**src/design/stes_pkg.sv**
```systemverilog
`timescale 1ns / 1ps

package stes_pkg;

  localparam int TABLE_DEPTH_DEF = 1024;
  localparam int VALUE_W = 32;
  localparam int INDEX_W = 10;
  localparam int REQ_W = 2;
  localparam int PC_W = 3;

  localparam logic [REQ_W-1:0] REQ_CLEAR  = 2'd0;
  localparam logic [REQ_W-1:0] REQ_APPEND = 2'd1;
  localparam logic [REQ_W-1:0] REQ_QUERY  = 2'd2;

  localparam logic [PC_W-1:0] STEP_WAIT    = 3'd0;
  localparam logic [PC_W-1:0] STEP_INIT_L  = 3'd1;
  localparam logic [PC_W-1:0] STEP_PROBE_L = 3'd2;
  localparam logic [PC_W-1:0] STEP_CMP_L   = 3'd3;
  localparam logic [PC_W-1:0] STEP_INIT_R  = 3'd4;
  localparam logic [PC_W-1:0] STEP_PROBE_R = 3'd5;
  localparam logic [PC_W-1:0] STEP_CMP_R   = 3'd6;
  localparam logic [PC_W-1:0] STEP_EMIT    = 3'd7;

  typedef enum logic [1:0] {
    COND_ALWAYS,
    COND_QUERY,
    COND_DONE,
    COND_OUT_FREE
  } cond_t;

  typedef struct packed {
    logic            take;
    logic            init;
    logic            save;
    logic            probe;
    logic            cmp;
    logic            go_left;
    logic            emit;
    logic            stay;
    cond_t           cond;
    logic [PC_W-1:0] target;
  } ctl_t;

  typedef struct packed {
    logic acc_query;
    logic done;
    logic out_free;
  } status_t;

  function automatic ctl_t ucode_rom(input logic [PC_W-1:0] pc);
    ctl_t w;
    w = '0;
    w.cond = COND_ALWAYS;
    w.target = STEP_WAIT;
    unique case (pc)
      STEP_WAIT: begin
        w.take = 1'b1;
        w.stay = 1'b1;
        w.cond = COND_QUERY;
        w.target = STEP_INIT_L;
      end
      STEP_INIT_L: begin
        w.init = 1'b1;
        w.target = STEP_PROBE_L;
      end
      STEP_PROBE_L: begin
        w.probe = 1'b1;
        w.cond = COND_DONE;
        w.target = STEP_INIT_R;
      end
      STEP_CMP_L: begin
        w.cmp = 1'b1;
        w.go_left = 1'b1;
        w.target = STEP_PROBE_L;
      end
      STEP_INIT_R: begin
        w.init = 1'b1;
        w.save = 1'b1;
        w.target = STEP_PROBE_R;
      end
      STEP_PROBE_R: begin
        w.probe = 1'b1;
        w.cond = COND_DONE;
        w.target = STEP_EMIT;
      end
      STEP_CMP_R: begin
        w.cmp = 1'b1;
        w.target = STEP_PROBE_R;
      end
      STEP_EMIT: begin
        w.emit = 1'b1;
        w.stay = 1'b1;
        w.cond = COND_OUT_FREE;
        w.target = STEP_WAIT;
      end
      default: begin
        w.target = STEP_WAIT;
      end
    endcase
    return w;
  endfunction

endpackage

```
**src/design/stes_seq.sv**
```systemverilog
`timescale 1ns / 1ps

module stes_seq import stes_pkg::*; (
  input  logic    clk,
  input  logic    rst,
  input  status_t status,
  output ctl_t    ctl
);

  logic [PC_W-1:0] pc;
  logic [PC_W-1:0] pc_next;
  logic            cond_true;

  assign ctl = ucode_rom(pc);

  always_comb begin
    unique case (ctl.cond)
      COND_ALWAYS:   cond_true = 1'b1;
      COND_QUERY:    cond_true = status.acc_query;
      COND_DONE:     cond_true = status.done;
      COND_OUT_FREE: cond_true = status.out_free;
      default:       cond_true = 1'b1;
    endcase
  end

  always_comb begin
    if (cond_true) begin
      pc_next = ctl.target;
    end else if (ctl.stay) begin
      pc_next = pc;
    end else begin
      pc_next = pc + PC_W'(1);
    end
  end

  always_ff @(posedge clk) begin
    if (rst) begin
      pc <= STEP_WAIT;
    end else begin
      pc <= pc_next;
    end
  end

endmodule

```
**config.mk**
```make
export PLATFORM = sky130hd
export DESIGN_NAME = stes_seq
export DESIGN_NICKNAME = d
export VERILOG_FILES = /design/src/design/stes_pkg.sv /design/src/design/stes_seq.sv
export SDC_FILE = /design/constraint.sdc
export NUM_CORES = 1
export LEC_CHECK = 0
export BUFFER_PORTS_ARGS = -buffer_cell sky130_fd_sc_hd__buf_2
export CORE_AREA = 10 10 47 49
export DETAILED_ROUTE_END_ITERATION = 7
export DIE_AREA = 0 0 57 59
export GPL_TIMING_DRIVEN = 0
export HOLD_SLACK_MARGIN = 0.02
export PLACE_DENSITY_LB_ADDON = 0.08
export SLEW_MARGIN = 20
export SYNTH_ARGS = -nofsm -noshare
export SYNTH_HDL_FRONTEND = slang
export SYNTH_SLANG_ARGS = --single-unit
```
**constraint.sdc**
```tcl
create_clock -name clk -period 2.6 [get_ports clk]
set_input_delay 0.52 -clock clk [delete_from_list [all_inputs] [get_ports clk]]
set_output_delay 0.52 -clock clk [all_outputs]
set_load 0.01 [all_outputs]
```
==> flow_summary.ini, run 1 <==
[grt]
antenna_found_initial = 0
grt_max_degree = 11
grt_pass1_wl_mm = 1.77
grt_pass1_vias = 384
grt_overflow = 0
track_usage_pct = 6.54

[die]
dieArea_um2 = 3360
core-area_um2 = 1400
die_h_um = 59
ioPinCount = 18
std_cell_rows = 14
start_util_pct = 31.0
fp.dieW_um = 57

[worst_setup_path]
critPathRequiredTime_ns = 2.08
crit_arrival_ns = 1.83
worstSetupStartpointType = flop
cp_max_fo = 6
cp-end-kind = output pin
critical_path_class = flop to output pin

[job]
max_cap_violations = 0

[min_path]
hold_path_class = input port to flop

[cells_and_area]
multi_input_area_um2 = 340
post-route-util_pct = 40.4
stdcell_count = 83
reg.largest.list = pc x3
drive_above_1_share_pct = 40.3
largest_reg_flops = 3
final-seq-area_um2 = 60.1
nFillCells = 154
nNetsFinal = 82
area_growth_pct = 30.3
regMostFlops = pc
n_antenna_cell = 0

[drt]
via_per_inst = 4.48
wire_per_inst_um = 12.6
final_antenna_net_count = 0
vias = 372
wirelength_mm = 1.04
drc = 0
drtIter0Drc = 4
drt_pass1_iterations = 2

[clock_tree]
ctsResizeCount = 0
cts_made_buffers = 3
cts_tree = built
insertion_delay_ns = 0.23
cts_num_sinks = 3
path_clk_slew_ns = 0.04
root_buffer = clkbuf_4
cts.htree.levels = 1
cts_setup_buffers = 0
clockBufferDepth = 2
cts_hold_buffers = 0

[place]
port_buffers = 17
dpl.hpwl_um = 876
gp_congestion = 0.700
dp_cells = 79

[logic_synthesis]
synth-edff-count = 0
ys.flop_type = dfxtp_1
async_flop_share_pct = 0
yosys.area.top_type = ha_1
syn_inst = 46
yosys_warnings = 0
yosysUniqueCellTypes = 22
ys_ff_latch = 3
ys_top_cells_by_area = ha_1, dfxtp_1, a211oi_1
postSynthAreaPerCell_um2 = 9.44
seq_area_frac_synth_pct = 13.8
synth_top_area_share_pct = 25.9
syn-num-nets = 60
synth_area_um2 = 434

[sta]
rsz0062_at_grt = false
slew_headroom_pct = 70.7
fin_crit_sh_pct = 90.6
fin_crit_ns = 2.35
setup_tns_ns = 0
fmax_ghz = 0.425
drv_slew = 0
worstMarginPinSlew_ns = 0.434
setup_viol = 0
fin_worst_skew_ns = 0.00386
finalHoldViolCount = 0

[power]
p_leak_nw = 0.311
finalPower_mw = 0.726
ir_worst_vdd_uv = 436
power.density_nw_per_um2 = 1280

[outcome]
status = finished, final reports clean
==> final timing paths <==
kind | from | endpoint | slack (ns) | cells past startpoint
setup / recovery | pc[0] | ctl[0] | 0.25 | 4
hold / removal | rst | pc[0] | 0.49 | 2
setup reg to reg | pc[1] | pc[2] | 0.52 | 6
hold reg to reg | pc[0] | pc[0] | 0.67 | 2
==> synth_stat cells, types with 2 or more instances <==
master	count
ha_1	9
inv_1	6
a211oi_1	4
dfxtp_1	3
nor2_1	3
a21oi_1	2
mux2_1	2
mux2i_1	2
nor2b_1	2
==> layer usage <==
metal | wire [um] | GRT usage (%) | up-vias | share of wire [%]
met1 | 570 | 8.47 | 154 | 55
li1 | - | - | 205 | -
met5 | 0 | 0 | - | 0
met4 | 0 | 3.02 | 0 | 0
met3 | 81 | 3.65 | 0 | 7.8
met2 | 391 | 8.37 | 13 | 37
==> critical path, cell delays in order (launching register included) <==
cell     delay (ns)
dfxtp_1        0.37
ha_1           0.27
ha_1           0.24
o41ai_1        0.50
buf_2          0.22
==> stage by stage <==
| step | instance area [um2] | hold slack [ns] | worst slack, ns |
|---|---|---|---|
| final | 566 | 0.493 | 0.245 |
| after global routing | 566 | 0.495 | 0.0934 |
| after CTS | 566 | 0.490 | 0.218 |
| after floorplan | 434 | 0.593 | 0.589 |
| after detailed placement | 539 | 0.675 | 0.472 |
| after global placement | 539 | 0.657 | 0.451 |
==> cell type report <==
cell class	count	share of cell area [%]
clock buffers	4	4.65
inverters	6	3.98
plain buffers	1	1.99
flip-flops and latches	3	10.6
repair buffers	17	15.0
multi-input cells	36	60.2
well taps	16	3.54
==> logic make-up after synthesis <==
kind of cell             Yosys count  synth area share (%)
adder cells (fa/ha/maj)            9                  25.9
AND/OR/NAND/NOR                    9                  13.3
buffers and inverters              7                  7.78
XOR/XNOR                           1                  2.02
flip-flops                         3                  13.8
multiplexers                       7                  21.0
AO/OA/AOI/OAI                     10                  16.1
==> cell usage in the layout (no fill, tap or decap), types with 2 or more instances in the layout <==
cell type,count
buf_2,17
ha_1,9
inv_1,6
a211oi_1,4
nor2_1,3
clkbuf_4,3
dfxtp_1,3
a21oi_1,2
nor2b_1,2
mux2_1,2
mux2i_1,2
==> where the power goes <==
part           internal [mW]  total (mW)  switching, mW
clock network         0.0575      0.0815         0.0240
registers             0.0654      0.0964         0.0310
logic                  0.256       0.548          0.292
Note: power is estimated with default switching activity, not from simulation.
==> run 2, diff against run 1 <==
--- a/config.mk
+++ b/config.mk
@@ -8,5 +8,7 @@
 export BUFFER_PORTS_ARGS = -buffer_cell sky130_fd_sc_hd__buf_2
-export CORE_AREA = 10 10 47 49
+export CELL_PAD_IN_SITES_DETAIL_PLACEMENT = 2
+export CELL_PAD_IN_SITES_GLOBAL_PLACEMENT = 2
+export CORE_MARGIN = 10
+export CORE_UTILIZATION = 25
 export DETAILED_ROUTE_END_ITERATION = 7
-export DIE_AREA = 0 0 57 59
 export GPL_TIMING_DRIVEN = 0
==> constraint.sdc (replaced) <==
create_clock -name clk -period 2.6 [get_ports clk]
set_input_delay 0.13 -clock clk [delete_from_list [all_inputs] [get_ports clk]]
set_output_delay 0.13 -clock clk [all_outputs]
set_load 0.01 [all_outputs]
==> flow_summary.ini, run 2 (synthesized netlist as in run 1, its figures left out) <==
[outcome]
status = finished, final reports clean

[sta]
slew_headroom_pct = 65.1
setup_tns_ns = 0
fin_worst_skew_ns = 0.00376
fin_crit_ns = 2.09
fin_crit_sh_pct = 80.2
finalHoldViolCount = 0
fmax_ghz = 0.479
worstMarginPinSlew_ns = 0.517
drv_slew = 0
hold_slack_ns = 0.114
setup_viol = 0
rsz0062_at_grt = false

[die]
dieArea_um2 = 3800
die_h_um = 61.7
core-area_um2 = 1580
start_util_pct = 27.5
fp.dieW_um = 61.7
std_cell_rows = 14
ioPinCount = 18

[worst_setup_path]
cp-end-kind = flop
cpLargestDelayFamily = multiplexers
critical_path_class = flop to flop
critPathRequiredTime_ns = 2.71
crit_path_max_incr_delay_ns = 0.47
worstPathCellList = inv_1 -> ha_1 -> mux2_2 -> nor4_2 -> a21o_1 -> mux2_4
cp_max_fo = 8
cp.buffers_inverters = 1
crit_arrival_ns = 2.20
crit_start = pc[1]
crit_slowest_cell = dfxtp_1
rr_startpoint = pc[1]
worstSetupStartpointType = flop

[power]
comb_power_share_pct = 75.8
swShare_pct = 48.4
p_sw_mw = 0.355
power.density_nw_per_um2 = 1300
ir_worst_vdd_uv = 377
pwr-share-seq_pct = 13.3
finalPower_mw = 0.735
p_clk_share_pct = 11.0
p_int_mw = 0.379
p_leak_nw = 0.311

[cells_and_area]
n_antenna_cell = 0
nNetsFinal = 82
multi_input_area_um2 = 340
final-seq-area_um2 = 60.1
reg.largest.list = pc x3
mostFrequentLayoutCell = buf_2
mostFrequentLayoutCells = buf_2, ha_1, inv_1
post-route-util_pct = 35.9
postLayoutCellArea_um2 = 566
regMostFlops = pc
nFillCells = 195
area_growth_pct = 30.3
largest_reg_flops = 3
drive_above_1_share_pct = 40.3

[grt]
grt_overflow = 0
track_usage_pct = 6.76
antenna_found_initial = 0
grt_pass1_vias = 462
grt_max_degree = 11
grt_pass1_wl_mm = 1.97

[min_path]
min_from = rst
hold_path_class = input port to flop

[drt]
drc = 0
via_per_inst = 4.94
vias = 410
drtIter0Drc = 1
drt_pass1_iterations = 2
final_antenna_net_count = 0
wirelength_mm = 1.20
wire_per_inst_um = 14.4

[job]
max_cap_violations = 0

[clock_tree]
insertion_delay_ns = 0.23
cts_setup_buffers = 0
cts_num_sinks = 3
clockBufferDepth = 2
ctsResizeCount = 0
cts_made_buffers = 3
cts.htree.levels = 1
path_clk_slew_ns = 0.03
root_buffer = clkbuf_4
cts_tree = built
cts_hold_buffers = 0

[place]
gp_congestion = 0.670
dpl_cell_area_um2 = 539
dpl.hpwl_mm = 1.04
port_buffers = 17
-- run 2: cell counts in the layout (fill, tap and decap cells not counted) --
Identical to the previous run, type by type.
-- run 2: final timing paths --
path	end	slack [ns]	cells past startpoint
max	pc[2]	0.51	6
min	pc[1]	0.11	2
max reg2reg	pc[2]	0.51	6
min reg2reg	pc[0]	0.69	2
-- run 2: layout make-up --
class | count | area share, %
Multi-Input combinational cell | 36 | 60.2
Clock buffer | 4 | 4.65
Sequential cell | 3 | 10.6
Inverter | 6 | 3.98
Tap cell | 16 | 3.54
Buffer | 1 | 1.99
Timing Repair Buffer | 17 | 15.0
-- run 2: metal layers --
layer	wire (um)	vias up	track usage, %	part of all wire [%]
met5	0	-	0	0
met4	0	0	2.87	0
met3	136	0	3.29	11
met2	557	13	11.1	47
met1	503	191	7.22	42
li1	-	206	-	-
-- run 2: stage by stage --
step	setup slack (ns)	cells
2_1_floorplan	0.686	46
3_3_place_gp	0.481	79
3_5_place_dp	0.506	79
4_1_cts	0.489	83
5_1_grt	0.338	83
6_report	0.514	83
-- run 2: power by group through the flow --
| stage | combinational (mW) | clock, mW | sequential, mW |
|---|---|---|---|
| floorplan | 0.397 | 0 | 0.0894 |
| global placement | 0.567 | 0 | 0.101 |
| detailed placement | 0.571 | 0 | 0.100 |
| CTS | 0.574 | 0.0848 | 0.0995 |
| global route | 0.622 | 0.0914 | 0.105 |
| finish | 0.557 | 0.0805 | 0.0976 |
-- run 2: worst register-to-register path, stage by stage (launching register included) --
cell and delay, ns:
dfxtp_1 0.47, inv_1 0.13, ha_1 0.25, mux2_2 0.31, nor4_2 0.31, a21o_1 0.19, mux2_4 0.31
